### src/rtl/rfa_pkg.sv
// ----------------------------------------------------------------------------
// rfa_pkg: shared types and constants of the rational fraction ALU
// Widths, operation and status codes, sequencer states, shared-unit ops.
// ----------------------------------------------------------------------------
package rfa_pkg;

  localparam int unsigned ValueWidth = 32;
  localparam int unsigned ProdWidth  = 2 * ValueWidth;
  localparam int unsigned ShWidth    = $clog2(ProdWidth + 1);

  typedef enum logic [1:0] {
    OP_ADD = 2'd0,
    OP_SUB = 2'd1,
    OP_MUL = 2'd2,
    OP_DIV = 2'd3
  } op_e;

  typedef enum logic [1:0] {
    ST_OK       = 2'd0,
    ST_ZERO_DEN = 2'd1,
    ST_DIV_ZERO = 2'd2,
    ST_OVERFLOW = 2'd3
  } status_e;

  // Shared-unit operations.
  typedef enum logic [2:0] {
    U_MUL,   // r = x * y (magnitudes, ValueWidth each)
    U_ADD,   // signed-magnitude sum of x and y
    U_SUB,   // r = x - y, borrow flag
    U_SHL,   // r = x << 1 with bit in
    U_NONE
  } uop_e;

  typedef enum logic [4:0] {
    S_IDLE,
    S_MUL_AB,    // an*bd
    S_MUL_BA,    // bn*ad
    S_MUL_N,     // an*bn, sum or cross_a
    S_MUL_D,     // ad*bd or ad*bn
    S_DIFF,      // cross_a - cross_b
    S_NUM,       // zero checks, load Euclid pair
    S_GCD_CHK,   // check y == 0
    S_MOD_INIT,
    S_MOD_STEP,  // restoring division step x % y
    S_GCD_SWAP,
    S_DIVN_INIT,
    S_DIVN_STEP, // n / g
    S_DIVD_INIT,
    S_DIVD_STEP, // d / g
    S_FINISH
  } state_e;

  typedef struct packed {
    logic [ProdWidth-1:0] mag;
    logic                 neg;
  } smag_t;

endpackage

### src/rtl/rfa_alu.sv
// ----------------------------------------------------------------------------
// rfa_alu: shared arithmetic unit
// One 32x32 multiplier, one 64-bit add/subtract and a one-bit left shift.
// ----------------------------------------------------------------------------
module rfa_alu import rfa_pkg::*; (
  input  uop_e                 op_i,
  input  smag_t                x_i,
  input  smag_t                y_i,
  input  logic                 bit_i,
  output smag_t                r_o,
  output logic                 borrow_o
);

  logic [ProdWidth:0] diff;

  assign diff = {1'b0, x_i.mag} - {1'b0, y_i.mag};

  always_comb begin
    r_o      = '0;
    borrow_o = diff[ProdWidth];
    case (op_i)
      U_MUL: begin
        r_o.mag = x_i.mag[ValueWidth-1:0] * y_i.mag[ValueWidth-1:0];
        r_o.neg = x_i.neg ^ y_i.neg;
      end
      U_ADD: begin
        if (x_i.neg == y_i.neg) begin
          r_o.mag = x_i.mag + y_i.mag;
          r_o.neg = x_i.neg;
        end else if (!diff[ProdWidth]) begin
          r_o.mag = diff[ProdWidth-1:0];
          r_o.neg = x_i.neg;
        end else begin
          r_o.mag = y_i.mag - x_i.mag;
          r_o.neg = y_i.neg;
        end
      end
      U_SUB: r_o.mag = diff[ProdWidth-1:0];
      U_SHL: r_o.mag = {x_i.mag[ProdWidth-2:0], bit_i};
      default: r_o = '0;
    endcase
    if (r_o.mag == '0) begin
      r_o.neg = 1'b0;
    end
  end

endmodule

### src/rtl/rational_fraction_alu_top.sv
// ----------------------------------------------------------------------------
// rational_fraction_alu_top: exact fraction add/sub/mul/div with reduction
// Sequencer drives one shared ALU through products, GCD and division.
// ----------------------------------------------------------------------------
// Each Euclid modulo step and each final division runs the restoring divider;
//   a zero denominator goes straight to the result, and divide by zero or a
//   zero result ends after the products.
// Throughput: one transaction at a time; busy is high until the result strobe.
// Reset: asynchronous active low, returns the sequencer to idle, no result.
// The receiver cannot stall; each result shows for one cycle under done_o.
module rational_fraction_alu_top import rfa_pkg::*; (
  input  logic                  clk_i,
  input  logic                  rst_ni,
  input  logic                  start,
  output logic                  busy,
  input  logic [1:0]            req_type_i,
  input  logic signed [31:0]    a_num_i,
  input  logic signed [31:0]    a_den_i,
  input  logic signed [31:0]    b_num_i,
  input  logic signed [31:0]    b_den_i,
  output logic                  done_o,
  output logic signed [31:0]    res_num_o,
  output logic [30:0]           res_den_o,
  output logic                  a_less_b_o,
  output logic                  a_equal_b_o,
  output logic [1:0]            status_o
);

  localparam logic [ShWidth-1:0] LastBit = ShWidth'(ProdWidth - 1);
  localparam logic [ProdWidth-1:0] Lim = ProdWidth'(1) << (ValueWidth - 1);

  state_e state_q, state_d;
  op_e    op_q, op_d;
  smag_t  an_q, ad_q, bn_q, bd_q, an_d, ad_d, bn_d, bd_d;
  smag_t  ca_q, cb_q, n_q, d_q, ca_d, cb_d, n_d, d_d;
  smag_t  x_q, y_q, x_d, y_d;           // Euclid pair
  logic [ProdWidth-1:0] rem_q, rem_d, quo_q, quo_d, dvd_q, dvd_d;
  logic [ProdWidth-1:0] nm_q, nm_d;
  logic [ShWidth-1:0] cnt_q, cnt_d;
  logic   less_q, less_d, eq_q, eq_d, dneg_q, dneg_d;
  logic   done_q, done_d;
  logic signed [31:0] rnum_q, rnum_d;
  logic [30:0] rden_q, rden_d;
  logic [1:0]  st_q, st_d;

  uop_e   uop;
  smag_t  ux, uy, ur;
  logic   ubit, uborrow;

  rfa_alu u_alu (
    .op_i(uop), .x_i(ux), .y_i(uy), .bit_i(ubit), .r_o(ur), .borrow_o(uborrow)
  );

  function automatic smag_t to_sm(input logic [31:0] v);
    smag_t s;
    logic signed [ValueWidth-1:0] t;
    t = v[ValueWidth-1:0];
    s.neg = t[ValueWidth-1];
    s.mag = ProdWidth'(s.neg ? ValueWidth'(-t) : t);
    if (s.neg && t == {1'b1, {(ValueWidth-1){1'b0}}}) begin
      s.mag = ProdWidth'(1) << (ValueWidth - 1);
    end
    return s;
  endfunction

  assign busy = (state_q != S_IDLE);

  always_ff @(posedge clk_i or negedge rst_ni) begin
    if (!rst_ni) begin
      state_q <= S_IDLE;
      done_q  <= 1'b0;
    end else begin
      state_q <= state_d;
      done_q  <= done_d;
    end
  end

  always_ff @(posedge clk_i) begin
    op_q <= op_d; an_q <= an_d; ad_q <= ad_d; bn_q <= bn_d; bd_q <= bd_d;
    ca_q <= ca_d; cb_q <= cb_d; n_q <= n_d; d_q <= d_d; x_q <= x_d; y_q <= y_d;
    rem_q <= rem_d; quo_q <= quo_d; dvd_q <= dvd_d; nm_q <= nm_d; cnt_q <= cnt_d;
    less_q <= less_d; eq_q <= eq_d; dneg_q <= dneg_d;
    rnum_q <= rnum_d; rden_q <= rden_d; st_q <= st_d;
  end

  always_comb begin
    logic rneg;
    logic fits;
    smag_t tmp;
    state_d = state_q; op_d = op_q;
    an_d = an_q; ad_d = ad_q; bn_d = bn_q; bd_d = bd_q;
    ca_d = ca_q; cb_d = cb_q; n_d = n_q; d_d = d_q; x_d = x_q; y_d = y_q;
    rem_d = rem_q; quo_d = quo_q; dvd_d = dvd_q; nm_d = nm_q; cnt_d = cnt_q;
    less_d = less_q; eq_d = eq_q; dneg_d = dneg_q;
    rnum_d = rnum_q; rden_d = rden_q; st_d = st_q;
    done_d = 1'b0;
    uop = U_NONE; ux = '0; uy = '0; ubit = 1'b0;
    rneg = n_q.neg ^ d_q.neg;
    fits = 1'b0;
    tmp = '0;
    unique case (state_q)
      S_IDLE: begin
        if (start) begin
          op_d = op_e'(req_type_i);
          an_d = to_sm(a_num_i); ad_d = to_sm(a_den_i);
          bn_d = to_sm(b_num_i); bd_d = to_sm(b_den_i);
          less_d = 1'b0; eq_d = 1'b0; rnum_d = '0; rden_d = '0;
          if (ad_d.mag == '0 || bd_d.mag == '0) begin
            st_d = ST_ZERO_DEN;
            state_d = S_FINISH;
          end else begin
            st_d = ST_OK;
            state_d = S_MUL_AB;
          end
        end
      end
      S_MUL_AB: begin
        uop = U_MUL; ux = an_q; uy = bd_q; ca_d = ur;
        dneg_d = ad_q.neg ^ bd_q.neg;
        state_d = S_MUL_BA;
      end
      S_MUL_BA: begin
        uop = U_MUL; ux = bn_q; uy = ad_q; cb_d = ur;
        state_d = S_DIFF;
      end
      S_DIFF: begin
        tmp = cb_q;
        if (tmp.mag != '0) tmp.neg = !tmp.neg;
        uop = U_ADD; ux = ca_q; uy = tmp;
        eq_d = (ur.mag == '0);
        less_d = (ur.mag != '0) && (ur.neg != dneg_q);
        n_d = ur;
        state_d = S_MUL_N;
      end
      S_MUL_N: begin
        // numerator for add/mul/div; subtract keeps the difference in n_q
        if (op_q == OP_MUL) begin
          uop = U_MUL; ux = an_q; uy = bn_q; n_d = ur;
        end else if (op_q == OP_ADD) begin
          uop = U_ADD; ux = ca_q; uy = cb_q; n_d = ur;
        end else if (op_q == OP_DIV) begin
          n_d = ca_q;
        end
        state_d = S_MUL_D;
      end
      S_MUL_D: begin
        uop = U_MUL; ux = ad_q; uy = (op_q == OP_DIV) ? bn_q : bd_q; d_d = ur;
        state_d = S_NUM;
      end
      S_NUM: begin
        if (d_q.mag == '0) begin
          st_d = ST_DIV_ZERO;
          state_d = S_FINISH;
        end else if (n_q.mag == '0) begin
          rden_d = 31'd1;
          state_d = S_FINISH;
        end else begin
          x_d = n_q; y_d = d_q;
          state_d = S_GCD_CHK;
        end
      end
      S_GCD_CHK: begin
        state_d = (y_q.mag == '0) ? S_DIVN_INIT : S_MOD_INIT;
      end
      S_MOD_INIT: begin
        dvd_d = x_q.mag; rem_d = '0; cnt_d = LastBit;
        state_d = S_MOD_STEP;
      end
      S_MOD_STEP: begin
        // restoring step: shift in one dividend bit, subtract if it fits
        tmp.mag = {rem_q[ProdWidth-2:0], dvd_q[ProdWidth-1]};
        uop = U_SUB; ux = tmp; uy = y_q;
        if (rem_q[ProdWidth-1] || !uborrow) rem_d = ur.mag;
        else rem_d = tmp.mag;
        dvd_d = {dvd_q[ProdWidth-2:0], 1'b0};
        quo_d = {quo_q[ProdWidth-2:0], rem_q[ProdWidth-1] || !uborrow};
        cnt_d = cnt_q - 1'b1;
        if (cnt_q == '0) state_d = (state_q == S_MOD_STEP) ? S_GCD_SWAP : state_q;
      end
      S_GCD_SWAP: begin
        x_d = y_q; y_d.mag = rem_q; y_d.neg = 1'b0;
        state_d = S_GCD_CHK;
      end
      S_DIVN_INIT: begin
        dvd_d = n_q.mag; rem_d = '0; cnt_d = LastBit;
        state_d = S_DIVN_STEP;
      end
      S_DIVN_STEP, S_DIVD_STEP: begin
        tmp.mag = {rem_q[ProdWidth-2:0], dvd_q[ProdWidth-1]};
        uop = U_SUB; ux = tmp; uy = x_q;
        if (rem_q[ProdWidth-1] || !uborrow) rem_d = ur.mag;
        else rem_d = tmp.mag;
        dvd_d = {dvd_q[ProdWidth-2:0], 1'b0};
        quo_d = {quo_q[ProdWidth-2:0], rem_q[ProdWidth-1] || !uborrow};
        cnt_d = cnt_q - 1'b1;
        if (cnt_q == '0) begin
          state_d = (state_q == S_DIVN_STEP) ? S_DIVD_INIT : S_FINISH;
          if (state_q == S_DIVD_STEP) begin
            fits = (quo_d < Lim) && (rneg ? (nm_q <= Lim) : (nm_q < Lim));
            if (!fits) begin
              st_d = ST_OVERFLOW;
            end else begin
              rnum_d = rneg ? 32'(-nm_q) : 32'(nm_q);
              rden_d = 31'(quo_d);
            end
          end
        end
      end
      S_DIVD_INIT: begin
        nm_d = quo_q;
        dvd_d = d_q.mag; rem_d = '0; cnt_d = LastBit;
        state_d = S_DIVD_STEP;
      end
      S_FINISH: begin
        done_d = 1'b1;
        state_d = S_IDLE;
      end
      default: state_d = S_IDLE;
    endcase
  end

  assign done_o      = done_q;
  assign res_num_o   = rnum_q;
  assign res_den_o   = rden_q;
  assign a_less_b_o  = less_q;
  assign a_equal_b_o = eq_q;
  assign status_o    = st_q;

endmodule

### config.mk
export PLATFORM = sky130hd
export DESIGN_NAME = rational_fraction_alu_top
export DESIGN_NICKNAME = d
export VERILOG_FILES = /design/src/rtl/rfa_pkg.sv /design/src/rtl/rfa_alu.sv /design/src/rtl/rational_fraction_alu_top.sv
export SDC_FILE = /design/constraint.sdc
export NUM_CORES = 2
export LEC_CHECK = 0
export BUFFER_PORTS_ARGS = -buffer_cell sky130_fd_sc_hd__clkbuf_2
export CORE_ASPECT_RATIO = 1.4
export CORE_UTILIZATION = 30
export CTS_CLUSTER_DIAMETER = 200
export DETAILED_ROUTE_END_ITERATION = 7
export RECOVER_POWER = 50
export SLEW_MARGIN = 15
export SYNTH_ARGS = -nofsm -noshare
export SYNTH_HDL_FRONTEND = slang
export SYNTH_HIERARCHICAL = 1
export SYNTH_SLANG_ARGS = --single-unit
### constraint.sdc
create_clock -name clk_i -period 17.6 [get_ports clk_i]
set_input_delay 1.76 -clock clk_i [delete_from_list [all_inputs] [get_ports clk_i]]
set_output_delay 1.76 -clock clk_i [all_outputs]
set_load 0.005 [all_outputs]
* Word level (Yosys, flattened, before mapping)
Cells that the tools add are included.
** Operators by class
- Add/sub/neg operators :: 9
- Multiply operators :: 1
- Order comparisons :: 3
- Equality and inequality tests :: 37
- Muxes and demuxes :: 74
- Bitwise logic cells :: 5
- Reductions and logical operators :: 44
** Operators with widths (number)
- two-way mux 65 bit :: 14
- two-way mux 64 bit :: 9
- one-hot mux 64 bit (4 select lines) :: 2
- one-hot mux 65 bit (7 select lines) :: 1
- one-hot mux 65 bit (2 select lines) :: 3
- one-hot mux 65 bit (6 select lines) :: 1
- zero test 64 bit :: 6
- two-way mux 32 bit :: 7
- two-way mux 31 bit :: 6
- negator 32 bit :: 5
- equality test 32 bit, second input constant :: 4
- < comparator 64 x 32 -> 1 bit, second input constant :: 2
- one-hot mux 64 bit (2 select lines) :: 1
- nonzero test 64 bit :: 2
- one-hot mux 31 bit (3 select lines) :: 1
- one-hot mux 5 bit (14 select lines) :: 1
- subtractor 64 x 64 -> 65 bit :: 1
- adder 64 bit :: 1
- less-or-equal comparator 64 x 32 -> 1 bit, second input constant :: 1
- multiplier 32 x 32 -> 64 bit :: 1
- one-hot mux 32 bit (2 select lines) :: 1
- subtractor 64 bit :: 1
- equality test 5 x 4 -> 1 bit, second input constant :: 8
- equality test 5 x 3 -> 1 bit, second input constant :: 4
- 39 further kinds :: 90
** Word-level totals
- Bits in registers :: 927
- Input bits :: 133
- Output and inout bits :: 69
- Logic and storage cells :: 209

* Logic depth before layout (Yosys ltp)
- Depth after elaboration :: 13
- Gate-level depth with buffers :: 46
- Gate-level depth less buffers :: 42

* Cells and area by module
Netlist, hierarchy kept.
** Modules (own cells, without submodules)
- rfa_alu :: times used 1, cells an instance 5960, area an instance 46184.3 um^2, seq. area each 0.0 um^2
- rational_fraction_alu_top :: times used 1, cells an instance 3005, area an instance 39595.5 um^2, seq. area each 25919.9 um^2

* Worst setup path after synthesis
OpenSTA, ideal clock, no wires.
- Path type :: reg2reg
- From :: reg state_q[3]
- To :: reg n_q[0] (netlist bit) (data pin)
- Library setup time :: 0.260 ns
- Arrival :: 14.569 ns
- Data required time :: 17.340 ns
- Path slack :: 2.771 ns
- Cell stages (with the launch flop) :: 40
- Buffers on the path :: 4
- Period minus slack after synthesis :: 14.829 ns
- Cell sequence :: dfrtp_1 clkbuf_1 nor3_1 a21o_1 clkbuf_1 clkbuf_1 nand2_1 nand2_1 a221o_1 clkinv_1 clkbuf_1 nor2_1 fa_1 fa_1 fa_1 inv_1 fa_1 inv_1 (+4 left out) fa_1 fa_1 ha_1 nand2_1 nor2_1 and4_1 a221o_1 nand2_1 o21bai_1 mux2_2 a2111o_1 or4b_1 nor4_1 nand4_1 nor4_1 and4b_1 a41oi_1 mux2_2
** RTL lines
- start: declaration :: RTL line rational_fraction_alu_top.sv:32 : state_e state_q, state_d;
- start signal: assignment :: RTL line rational_fraction_alu_top.sv:73 : state_q <= state_d;
- end signal: assignment :: RTL line rational_fraction_alu_top.sv:80 : ca_q <= ca_d; cb_q <= cb_d; n_q <= n_d; d_q <= d_d; x_q <= x_d; y_q <= y_d;
- end: declaration :: RTL line rational_fraction_alu_top.sv:35 : smag_t ca_q, cb_q, n_q, d_q, ca_d, cb_d, n_d, d_d;

==> metrics <==
f_max=0.0610 GHz; EDFF count, synth=859; die area=288000 um2; ANT nets after route=0; CP Launch Type=flop; H-tree depth=3; Max clock buf depth=3; slew margin rel.=-205%; final setup vio count=0; post-synthesis sequential area ratio=30.2%; Reg clk slew, reported paths=0.07 ns; most area-consuming cells after synthesis=edfxtp_1, fa_1, ha_1, inv_1, nand2_1; Root Driver=clkbuf_16; slew at the pin with the worst max-slew slack=4.58 ns; Via Count=76200; simple-gate share of the synthesized area=14.6%; Area growth, synth to finish=9.97%; fillcell total=28900; Period minus WS final=16.40 ns; Layout Nets=10500; first-pass GRT wire length=578000 um; failing checks=design-rule violations, max-capacitance violations, max-slew violations; largest family of logic cells by synthesized area=adder cells; global route total overflow=0; critical path class=reg2reg; mux share of post-synthesis cell area=3.09%; CTS Hold Buffers Added=0; TritonCTS clock tree=yes; asr flop ratio synth=0.579%; number of max-cap violations=16; worst path required time=18.04 ns; Worst Path Arrival=16.84 ns; period utilization=93.2%; antenna violations before repair=30; port bufs=201; Syn Area/Cell=9.57 um2; Synth warnings=6; Initial Utilization=30.3%; Hold Vio Cnt, Final=0; syn_nets=10500; WL per Instance=32.3 um; Hold Path Cell Cnt=0; area of the mapped netlist=85800 um2; complex-gate fraction of the synthesized area=14.0%; Post-Synth Adder-Cell Area=27.7%; DR vias/cell=5.96; Slowest-stage cell, CP=nand2_1; Std-Cell Rows=231; Worst Path Max Fanout=37; Die Height=635 um; clk_lat worst skew=0.70 ns; Critical path buffers and inverters=8; status=finished with violations; cell family with the largest share of critical-path delay=simple AND/OR/NAND/NOR gates; Overall Global Routing Usage=28.1%; number of top-level design ports=202; DR pass1 iterations=8; TNS Setup=0 ns; top cell type's share of synthesized area=30.1%; Levels on crit path=38; Pins Over Slew Limit=659; FF+latch count, synth=864; reg2reg path depth=38; distinct cell type count after synthesis=107; Layout Skew=0.0412 ns; fin util=33.3%; DRC Markers=69; GPL Wtd Cong=1.05; vias in the first global route=76300; Synth Area in XOR/XNOR=3.02%; most used cell, CP=fa_1; Initial DRC Count=10500; post_cts resized=0; Die X=454 um; Post CTS Setup Buffer Count=0; unrepaired setup endpoints after global routing=false; hold crit path type=reg2reg; CTS Sinks=864; WL final=413000 um; post-synth top area cell=edfxtp_1; CP peak stage delay=1.09 ns; largest net degree at the start of global routing=134; share of cells above drive strength 1=9.14%; total CTS buffers=87; CP Capture Type=flop; Synth Flop Type=edfxtp_1; Synth Instances=8965; total core area=284000 um2; Final HPWL DP=316000 um
-- synth_stat cells (28+ instances only) --
| cell | count |
|---|---|
| a221o_1 | 48 |
| o31ai_1 | 75 |
| a211oi_1 | 39 |
| nand2b_1 | 37 |
| xor2_1 | 96 |
| nor4_1 | 164 |
| mux2_2 | 206 |
| clkbuf_1 | 420 |
| and2_1 | 50 |
| a222oi_1 | 173 |
| and3_1 | 34 |
| a21oi_1 | 498 |
| a31oi_1 | 41 |
| edfxtp_1 | 859 |
| nor2b_1 | 54 |
| a22oi_1 | 89 |
| nand2_1 | 1039 |
| ha_1 | 462 |
| xnor2_1 | 200 |
| or4_1 | 28 |
| nor3_1 | 83 |
| nor2_1 | 1021 |
| nand4_1 | 90 |
| buf_1 | 67 |
| o21ai_0 | 296 |
| o21a_1 | 40 |
| or3_1 | 49 |
| mux2i_1 | 33 |
| o211ai_1 | 53 |
| inv_1 | 1087 |
| o21bai_1 | 49 |
| nand3_1 | 80 |
| fa_1 | 899 |
| a21o_1 | 56 |
-- final cells by class --
| class | instances | area [um2] | share of cell area [%] |
|---|---|---|---|
| multi-input combinational | 6472 | 53900 | 57.2 |
| sequential | 864 | 25900 | 27.5 |
| tap | 3728 | 4660 | 4.94 |
| inverter | 1108 | 4160 | 4.41 |
| timing repair buffer | 446 | 2790 | 2.95 |
| clock buffer | 99 | 2220 | 2.36 |
| clock inverter | 60 | 606 | 0.642 |
| antenna | 14 | 35.0 | 0.0371 |
-- metal layers --
| metal | GRT usage (%) | routed length (um) | up-vias |
|---|---|---|---|
| li1 | - | - | 31100 |
| met1 | 32.0 | 142000 | 38400 |
| met2 | 44.6 | 187000 | 5234 |
| met3 | 6.40 | 41400 | 1493 |
| met4 | 24.0 | 42800 | 18 |
| met5 | 0 | 118 | - |
-- cells by family after synthesis --
| group | Yosys count |
|---|---|
| AND/OR/NAND/NOR | 2824 |
| XOR/XNOR | 296 |
| AO/OA/AOI/OAI | 1751 |
| buffers and inverters | 1629 |
| other | 1 |
| flip-flops | 864 |
| multiplexers | 239 |
| adder cells (fa/ha/maj) | 1361 |
-- registers in the layout, summed over array words and instances (netlist names), 64 cells and up --
name   count
dvd_q     64
x_q       65
ca_q      65
d_q       65
n_q       65
rem_q     64
nm_q      64
y_q       65
quo_q     64
cb_q      65
-- metrics by stage --
stage | hold WS, ns | instances | worst slack, ns | area (um2)
2_1_floorplan | 0.400 | 8965 | 2.77 | 85800
3_5_place_dp | 0.428 | 12600 | 2.51 | 91600
6_report | 0.440 | 12800 | 1.20 | 94300
5_1_grt | 0.447 | 12800 | 1.29 | 94300
4_1_cts | 0.437 | 12800 | 2.45 | 94400
3_3_place_gp | 0.412 | 12600 | 2.42 | 91600
-- worst paths after layout --
kind	from	to	slack, ns
worst max-delay path	state_q[0]$_DFFE_PN0P_	n_q[0]$_DFFE_PP_	1.20
worst min-delay path	quo_q[63]$_DFFE_PN_	nm_q[63]$_DFFE_PN_	0.44
worst max register to register	state_q[0]$_DFFE_PN0P_	n_q[0]$_DFFE_PP_	1.20
worst min register to register	quo_q[63]$_DFFE_PN_	nm_q[63]$_DFFE_PN_	0.44
max in group asynchronous	rst_ni	state_q[3]$_DFFE_PN0P_	16.37
min in group asynchronous	rst_ni	done_o$_DFF_PN0_	0.94
-- cell usage in the layout, fill, tap and decap left out, types with 159 or more instances in the layout --
cell / synthesis / final
inv_1: 1087 / 1082
nand2_1: 1039 / 1032
nor2_1: 1021 / 1011
fa_1: 899 / 899
edfxtp_1: 859 / 859
a21oi_1: 498 / 496
ha_1: 462 / 462
o21ai_0: 296 / 294
buf_4: 13 / 222
mux2_2: 206 / 205
xnor2_1: 200 / 198
a222oi_1: 173 / 173
nor4_1: 164 / 159
Power is not shown: default switching activity piles up to over one toggle a cycle in this logic, so the estimate is an artifact.
